### config.mk
export PLATFORM = sky130hd
export DESIGN_NAME = html_entity_decoder
export DESIGN_NICKNAME = d
export VERILOG_FILES = /design/src/hw/rtl/hed_pkg.sv /design/src/hw/rtl/html_entity_decoder.sv /design/src/hw/rtl/hed_front.sv /design/src/hw/rtl/hed_fifo.sv /design/src/hw/rtl/hed_back.sv
export VERILOG_INCLUDE_DIRS = /design/src /design/src/hw/rtl
export SDC_FILE = /design/constraint.sdc
export NUM_CORES = 1
export LEC_CHECK = 0
export ABC_AREA = 1
export BUFFER_PORTS_ARGS = -buffer_cell sky130_fd_sc_hd__buf_4
export CAP_MARGIN = 30
export CORE_MARGIN = 1.5
export CORE_UTILIZATION = 45
export DETAILED_ROUTE_END_ITERATION = 10
export GPL_TIMING_DRIVEN = 0
export PLACE_DENSITY = 0.58
export SYNTH_ARGS = -nofsm -noshare
export SYNTH_HDL_FRONTEND = slang
export SYNTH_HIERARCHICAL = 1
export SYNTH_MEMORY_MAX_BITS = 65536
export SYNTH_SLANG_ARGS = --single-unit
### constraint.sdc
create_clock -name clk -period 5.2 [get_ports clk]
set_clock_uncertainty 0.05 [all_clocks]
set_input_delay 0.52 -clock clk [delete_from_list [all_inputs] [get_ports clk]]
set_output_delay 0.52 -clock clk [all_outputs]
set_load 0.02 [all_outputs]
### src/hw/rtl/html_entity_decoder_defines.svh
// Assertion macros for the entity decoder modules
`ifndef HTML_ENTITY_DECODER_DEFINES_SVH
`define HTML_ENTITY_DECODER_DEFINES_SVH

// Clocked check, held off while in reset
`define HED_ASSERT(lbl, prop, msg) \
	lbl: assert property (@(posedge clk) disable iff (!arst_n) prop) else $error(msg);

// Clocked check that also holds through reset
`define HED_ASSERT_ALWAYS(lbl, prop, msg) \
	lbl: assert property (@(posedge clk) prop) else $error(msg);

`endif

### src/hw/rtl/hed_pkg.sv
// Types, constants and trie tables of the entity decoder
package hed_pkg;

	localparam int unsigned NodeW     = 5;
	localparam int unsigned LenW      = 3;
	localparam int unsigned PathW     = 64;
	localparam int unsigned FifoDepth = 4;
	localparam int unsigned FifoPtrW  = $clog2(FifoDepth);
	localparam int unsigned FifoCntW  = $clog2(FifoDepth + 1);

	localparam logic [NodeW-1:0] NodeIdle = 5'd0;
	localparam logic [NodeW-1:0] NodeAmp  = 5'd1;
	localparam logic [NodeW-1:0] NodeLast = 5'd20;

	localparam logic [7:0] ChAmp  = 8'h26;
	localparam logic [7:0] ChSemi = 8'h3B;

	typedef struct packed {
		logic [NodeW-1:0] node_a;
		logic             chr_vld;
		logic [7:0]       chr;
		logic [NodeW-1:0] node_b;
		logic             last;
	} hed_entry_t;

	function automatic logic [NodeW-1:0] next_node(input logic [NodeW-1:0] cur,
		input logic [7:0] c);
		logic [NodeW-1:0] nx;
		nx = NodeIdle;
		unique case (cur)
			5'd0:  if (c == ChAmp) nx = NodeAmp;
			5'd1: begin
				if (c == "q") nx = 5'd2;
				else if (c == "a") nx = 5'd6;
				else if (c == "g") nx = 5'd12;
				else if (c == "l") nx = 5'd14;
				else if (c == "f") nx = 5'd16;
			end
			5'd2:  if (c == "u") nx = 5'd3;
			5'd3:  if (c == "o") nx = 5'd4;
			5'd4:  if (c == "t") nx = 5'd5;
			5'd6: begin
				if (c == "p") nx = 5'd7;
				else if (c == "m") nx = 5'd10;
			end
			5'd7:  if (c == "o") nx = 5'd8;
			5'd8:  if (c == "s") nx = 5'd9;
			5'd10: if (c == "p") nx = 5'd11;
			5'd12: if (c == "t") nx = 5'd13;
			5'd14: if (c == "t") nx = 5'd15;
			5'd16: if (c == "r") nx = 5'd17;
			5'd17: if (c == "a") nx = 5'd18;
			5'd18: if (c == "s") nx = 5'd19;
			5'd19: if (c == "l") nx = 5'd20;
			default: nx = NodeIdle;
		endcase
		return nx;
	endfunction

	function automatic logic [7:0] node_result(input logic [NodeW-1:0] n);
		logic [7:0] r;
		unique case (n)
			5'd5:    r = 8'h22;
			5'd9:    r = 8'h27;
			5'd11:   r = 8'h26;
			5'd13:   r = 8'h3E;
			5'd15:   r = 8'h3C;
			5'd20:   r = 8'h2F;
			default: r = 8'h00;
		endcase
		return r;
	endfunction

	function automatic logic [LenW-1:0] node_len(input logic [NodeW-1:0] n);
		logic [LenW-1:0] l;
		unique case (n)
			5'd1:                                 l = 3'd1;
			5'd2, 5'd6, 5'd12, 5'd14, 5'd16:      l = 3'd2;
			5'd3, 5'd7, 5'd10, 5'd13, 5'd15, 5'd17: l = 3'd3;
			5'd4, 5'd8, 5'd11, 5'd18:             l = 3'd4;
			5'd5, 5'd9, 5'd19:                    l = 3'd5;
			5'd20:                                l = 3'd6;
			default:                              l = 3'd0;
		endcase
		return l;
	endfunction

	// First character in the low byte
	function automatic logic [PathW-1:0] node_path(input logic [NodeW-1:0] n);
		logic [PathW-1:0] p;
		unique case (n)
			5'd1:    p = {56'h0, "&"};
			5'd2:    p = {48'h0, "q&"};
			5'd3:    p = {40'h0, "uq&"};
			5'd4:    p = {32'h0, "ouq&"};
			5'd5:    p = {24'h0, "touq&"};
			5'd6:    p = {48'h0, "a&"};
			5'd7:    p = {40'h0, "pa&"};
			5'd8:    p = {32'h0, "opa&"};
			5'd9:    p = {24'h0, "sopa&"};
			5'd10:   p = {40'h0, "ma&"};
			5'd11:   p = {32'h0, "pma&"};
			5'd12:   p = {48'h0, "g&"};
			5'd13:   p = {40'h0, "tg&"};
			5'd14:   p = {48'h0, "l&"};
			5'd15:   p = {40'h0, "tl&"};
			5'd16:   p = {48'h0, "f&"};
			5'd17:   p = {40'h0, "rf&"};
			5'd18:   p = {32'h0, "arf&"};
			5'd19:   p = {24'h0, "sarf&"};
			5'd20:   p = {16'h0, "lsarf&"};
			default: p = '0;
		endcase
		return p;
	endfunction

endpackage

### src/hw/rtl/html_entity_decoder.sv
// Top level of the HTML entity decoder
// Decodes &quot; &apos; &amp; &gt; &lt; and &frasl; in a byte stream; any
// other text, including broken or unfinished entities, passes through
// unchanged, and out_last marks the final decoded byte once in_last is seen.
// A byte is taken every cycle while the four-entry burst queue has room;
// the output side sends one byte per cycle while out_ready allows, so a byte
// that releases a held prefix of n bytes sends up to n + 1 bytes (at most 7),
// while bytes that extend a prefix send nothing. An accepted byte reaches the
// output through the burst queue and then the output register.
module html_entity_decoder import hed_pkg::*; (
	input  logic       clk,
	input  logic       arst_n,
	input  logic       in_valid,
	output logic       in_ready,
	input  logic [7:0] in_byte,
	input  logic       in_last,
	output logic       out_valid,
	input  logic       out_ready,
	output logic [7:0] out_byte,
	output logic       out_last
);

	hed_entry_t wr_entry;
	hed_entry_t head;
	logic       push;
	logic       pop;
	logic       full;
	logic       empty;
	logic       accept;

	assign in_ready = !full;
	assign accept   = in_valid && in_ready;

	hed_front u_front (
		.clk     (clk),
		.arst_n  (arst_n),
		.accept  (accept),
		.in_byte (in_byte),
		.in_last (in_last),
		.push    (push),
		.entry   (wr_entry)
	);

	hed_fifo u_fifo (
		.clk     (clk),
		.arst_n  (arst_n),
		.push    (push),
		.wr_data (wr_entry),
		.pop     (pop),
		.rd_data (head),
		.full    (full),
		.empty   (empty)
	);

	hed_back u_back (
		.clk       (clk),
		.arst_n    (arst_n),
		.head      (head),
		.empty     (empty),
		.pop       (pop),
		.out_valid (out_valid),
		.out_ready (out_ready),
		.out_byte  (out_byte),
		.out_last  (out_last)
	);

endmodule

### src/hw/rtl/hed_front.sv
// Front end: tracks the pending entity prefix and classifies each byte
module hed_front import hed_pkg::*; (
	input  logic       clk,
	input  logic       arst_n,
	input  logic       accept,
	input  logic [7:0] in_byte,
	input  logic       in_last,
	output logic       push,
	output hed_entry_t entry
);

	logic [NodeW-1:0] match_node_q;
	logic [NodeW-1:0] cur;
	logic [NodeW-1:0] child;
	logic [NodeW-1:0] nxt;
	logic [7:0]       res;

	always_comb begin
		cur   = (match_node_q > NodeLast) ? NodeIdle : match_node_q;
		res   = node_result(cur);
		child = next_node(cur, in_byte);
		entry = '0;
		nxt   = NodeIdle;
		if (cur != NodeIdle && in_byte == ChSemi && res != 8'h00) begin
			entry.chr_vld = 1'b1;
			entry.chr     = res;
		end else if (child != NodeIdle) begin
			nxt = child;
		end else begin
			entry.node_a = cur;
			if (in_byte == ChAmp) begin
				nxt = NodeAmp;
			end else begin
				entry.chr_vld = 1'b1;
				entry.chr     = in_byte;
			end
		end
		entry.last = in_last;
		if (in_last) begin
			entry.node_b = nxt;
			nxt          = NodeIdle;
		end
		push = accept && (entry.node_a != NodeIdle || entry.chr_vld ||
			entry.node_b != NodeIdle);
	end

	always_ff @(posedge clk or negedge arst_n) begin
		if (!arst_n) begin
			match_node_q <= NodeIdle;
		end else if (accept) begin
			match_node_q <= nxt;
		end
	end

endmodule

### src/hw/rtl/hed_fifo.sv
// Short queue of classified bursts between front and back
module hed_fifo import hed_pkg::*; (
	input  logic       clk,
	input  logic       arst_n,
	input  logic       push,
	input  hed_entry_t wr_data,
	input  logic       pop,
	output hed_entry_t rd_data,
	output logic       full,
	output logic       empty
);

	hed_entry_t          mem_q [FifoDepth];
	logic [FifoPtrW-1:0] wr_ptr_q;
	logic [FifoPtrW-1:0] rd_ptr_q;
	logic [FifoCntW-1:0] count_q;

	assign full    = (count_q == FifoCntW'(FifoDepth));
	assign empty   = (count_q == '0);
	assign rd_data = mem_q[rd_ptr_q];

	always_ff @(posedge clk) begin
		if (push && !full) begin
			mem_q[wr_ptr_q] <= wr_data;
		end
	end

	always_ff @(posedge clk or negedge arst_n) begin
		if (!arst_n) begin
			wr_ptr_q <= '0;
			rd_ptr_q <= '0;
			count_q  <= '0;
		end else begin
			if (push && !full) begin
				wr_ptr_q <= wr_ptr_q + 1'b1;
			end
			if (pop && !empty) begin
				rd_ptr_q <= rd_ptr_q + 1'b1;
			end
			unique case ({push && !full, pop && !empty})
				2'b10:   count_q <= count_q + 1'b1;
				2'b01:   count_q <= count_q - 1'b1;
				default: count_q <= count_q;
			endcase
		end
	end

endmodule

### src/hw/rtl/hed_back.sv
// Back end: expands each queued burst into output bytes, one per cycle while the output is not stalled
`include "html_entity_decoder_defines.svh"

module hed_back import hed_pkg::*; (
	input  logic       clk,
	input  logic       arst_n,
	input  hed_entry_t head,
	input  logic       empty,
	output logic       pop,
	output logic       out_valid,
	input  logic       out_ready,
	output logic [7:0] out_byte,
	output logic       out_last
);

	logic [LenW-1:0]  pos_q;
	logic             out_valid_q;
	logic [7:0]       out_byte_q;
	logic             out_last_q;
	logic [LenW-1:0]  len_a;
	logic [LenW-1:0]  len_b;
	logic [LenW:0]    total;
	logic [LenW:0]    pos_w;
	logic [LenW-1:0]  pos_b;
	logic [PathW-1:0] path_a;
	logic [PathW-1:0] path_b;
	logic [7:0]       chr;
	logic             is_end;
	logic             fire;

	always_comb begin
		len_a  = node_len(head.node_a);
		len_b  = node_len(head.node_b);
		path_a = node_path(head.node_a);
		path_b = node_path(head.node_b);
		total  = {1'b0, len_a} + {{LenW{1'b0}}, head.chr_vld} + {1'b0, len_b};
		pos_w  = {1'b0, pos_q};
		pos_b  = LenW'(pos_w - {1'b0, len_a} - {{LenW{1'b0}}, head.chr_vld});
		if (pos_w < {1'b0, len_a}) begin
			chr = path_a[{pos_q, 3'b000} +: 8];
		end else if (head.chr_vld && pos_w == {1'b0, len_a}) begin
			chr = head.chr;
		end else begin
			chr = path_b[{pos_b, 3'b000} +: 8];
		end
		is_end = (pos_w == total - 1'b1);
		fire   = !empty && (!out_valid_q || out_ready);
		pop    = fire && is_end;
	end

	// advance through the burst, hold while the output stalls
	always_ff @(posedge clk or negedge arst_n) begin
		if (!arst_n) begin
			pos_q       <= '0;
			out_valid_q <= 1'b0;
		end else begin
			if (fire) begin
				pos_q       <= is_end ? '0 : pos_q + 1'b1;
				out_valid_q <= 1'b1;
			end else if (out_ready) begin
				out_valid_q <= 1'b0;
			end
		end
	end

	always_ff @(posedge clk) begin
		if (fire) begin
			out_byte_q <= chr;
			out_last_q <= head.last && is_end;
		end
	end

	assign out_valid = out_valid_q;
	assign out_byte  = out_byte_q;
	assign out_last  = out_last_q;

	`HED_ASSERT(a_idle_pos, empty |-> pos_q == '0, "burst position not cleared when queue empty")
	`HED_ASSERT(a_burst_nonempty, !empty |-> total != '0, "queued burst carries no bytes")
	`HED_ASSERT(a_pos_in_range, !empty |-> pos_w < total, "burst position beyond burst length")

endmodule
==> impl_metrics.tcl <==
set metrics [dict create \
    status "finished, final reports clean" \
    synth-seq-area-share 0.4196 \
    worstPathMaxFanout 10 \
    ant_nets 0 \
    hold-worst-slack_ps 364.4 \
    die_h_um 130.6 \
    final_nets 1031 \
    arrival_ps 5060 \
    clkTransAtPathRegs_ps 80 \
    synth_top_area_share 0.3649 \
    critPathCaptureType "flop" \
    num_vias 6275 \
    overflow 0 \
    post_drt_wl_per_cell_um 15.33 \
    postPlaceCellArea_um2 7881 \
    setup_viol 0 \
    gp_congestion 0.9688 \
    grt_max_degree 21 \
    grt_first_pass_wirelength_mm 29.44 \
    regArea_um2 3073 \
    syn_inst 928 \
    fillers 1565 \
    hold_class "in2reg" \
    synth_seq_cells 105 \
    fin_crit_ps 4860 \
    yosys-top-cells-area "edfxtp_1, nand2_1, inv_1" \
    worstPathRequired_ps 5400 \
    syn_to_final_growth_pct 13.98 \
    stdcell_area_um2 8347 \
    path_buf_inv 8 \
    cts_buffers 9 \
    drive_above_1_share 0.1424 \
    yosysWarningCount 6 \
    crit_top_cell "nand2_1" \
    pre_cts_ws_ps -136.8 \
    drt-initial-drc-count 420 \
    ioPinCount 24 \
    hold_viol 0 \
    die-area_um2 17050 \
    max_cap_violations 0 \
    synthesis.nets 981 \
    cts_max_path_buffers 2 \
    fmax_mhz 205.8 \
    grt_use_total 0.2271 \
    antenna_cells 0 \
    routed_wl_mm 18.38 \
    core_um2 15890 \
    insertion_delay_ps 350 \
    slew_headroom 0.5904 \
    dpl.hpwl_mm 13.97 \
    cts_root_buf "clkbuf_16" \
    maxSlewViolCount 0 \
    portBuffers 23 \
    slowest_stage "fa_1" \
    finalWorstSetupSlack_ps 340.3 \
    grt_antenna_before_repair 0 \
    worst_slew_pin_slew_ps 613.7 \
    drc_errors 0 \
    start_util 0.4610 \
    syn_avg_cell_area_um2 7.891 \
    htree_levels 3 \
    synth_cell_type_count 42 \
    cts_sinks 105 \
    drt_first_pass_iters 6 \
    crit_path_start_kind "flop" \
    drt-vias-per-instance 5.234 \
    rsz0062_at_grt "no" \
    synth_largest_area_cell "edfxtp_1" \
    syn_area_um2 7323 \
    crit_family "adder cells" \
    critical_path_class "reg2reg" \
    max_stage_delay_ps 470 \
    multi_input_area_um2 3513 \
    cts_tree "yes" \
    fin_crit_sh 0.9346 \
    grt_pass1_vias 5897 \
    die_x_um 130.6 \
    finalCoreUtilization 0.5254 \
    rows 46 \
]
kinds of logic (layout without fill, tap and decap cells):
family                   after synthesis  after routing  share of synthesized area
AND/OR/NAND/NOR                      445            445                     0.2653
AO/OA/AOI/OAI                        135            135                     0.1203
XOR/XNOR                               8              8                    0.01059
adder cells (fa/ha/maj)               40             40                    0.07244
buffers and inverters                195            250                     0.1117
flip-flops                           105            105                     0.4196
worst paths after layout:
path / start / end / slack, ps / depth (start not counted)
setup / recovery: u_fifo/rd_ptr_q[0] / u_fifo/count_q[2] / 340 / 28
max in group asynchronous: arst_n / u_front/match_node_q[4] / 4370 / 2
hold reg to reg: u_fifo/count_q[0] / u_fifo/count_q[0] / 430 / 1
setup reg to reg: u_fifo/rd_ptr_q[0] / u_fifo/count_q[2] / 340 / 28
hold / removal: out_ready / u_back/out_valid / 360 / 4
min in group asynchronous: arst_n / u_fifo/count_q[2] / 520 / 2
cells in the final DEF (no fill, tap or decap), drive strengths merged, types with 2 or more instances in the layout:
cell type / count
nand2: 250
nand3b: 2
o211ai: 47
nand4: 27
nor2: 71
dfrtp: 16
or2: 7
a31oi: 3
nor3: 15
buf: 60
xnor2: 3
o21ai: 40
a31o: 2
a21oi: 23
xor2: 5
clkinv: 4
fa: 4
edfxtp: 89
nand3: 71
o22ai: 7
o2111ai: 3
o31ai: 4
a21o: 3
clkbuf: 12
ha: 36
inv: 172
tightest hold or removal path, stage by stage:
cell and delay (ps):
buf_4 70, inv_1 40, nand2_1 50, nand2_1 40
area by class of cell:
| class | instances | share of cell area |
|---|---|---|
| Inverter | 170 | 0.07810 |
| Tap cell | 216 | 0.03238 |
| Clock buffer | 9 | 0.02698 |
| Buffer | 25 | 0.02189 |
| Sequential cell | 105 | 0.3682 |
| Clock inverter | 7 | 0.008095 |
| Timing Repair Buffer | 39 | 0.04347 |
| Multi-Input combinational cell | 628 | 0.4209 |
state kept, by name, indices dropped and copies added (netlist names):
name / flops
u_fifo/wr_ptr_q: 2
u_fifo/count_q: 3
u_fifo/mem_q: 80
u_fifo/rd_ptr_q: 2
u_back/out_byte: 8
u_back/out_last: 1
u_back/pos_q: 3
u_front/match_node_q: 5
u_back/out_valid: 1
timing repair:
item | CTS | global route
resized for setup | 4 | 27
hold buffers | 1 | 0
pin swaps | 0 | 4
setup endpoints to repair | 8 | 9
setup buffers | 0 | 10
endpoints found under the hold margin | 16 | 0
cell usage after synthesis, drive strengths merged:
cell	number
a221oi	1
o21ai	40
xor2	5
nor3	15
o211ai	47
nand3	71
xnor2	3
nand3b	2
clkinv	2
o41ai	1
nor2	71
and3	1
or2	7
edfxtp	89
fa	4
a31o	2
buf	22
o31ai	4
o2111ai	3
inv	168
nor4	1
nand2	250
a21o	3
clkbuf	3
nand4	27
o22ai	7
ha	36
dfrtp	16
a31oi	3
a21oi	23
o221ai	1
stage by stage:
step / instances / setup TNS (ps)
after floorplan: 928 / 0
after global placement: 1167 / -637.3
after detailed placement: 1172 / -352.0
after CTS: 1189 / 0
after global routing: 1199 / 0
final: 1199 / 0
routing by layer:
metal,part of all wire,global-route usage,vias to the layer above,wire [um]
li1,-,-,3180,-
met1,0.45,0.2947,2889,8201
met2,0.49,0.3910,185,9000
met3,0.047,0.03176,21,856
met4,0.018,0.07757,0,323
met5,0,0,-,0
Power is not shown: default switching activity piles up to over one toggle a cycle in this logic, so the estimate is an artifact.
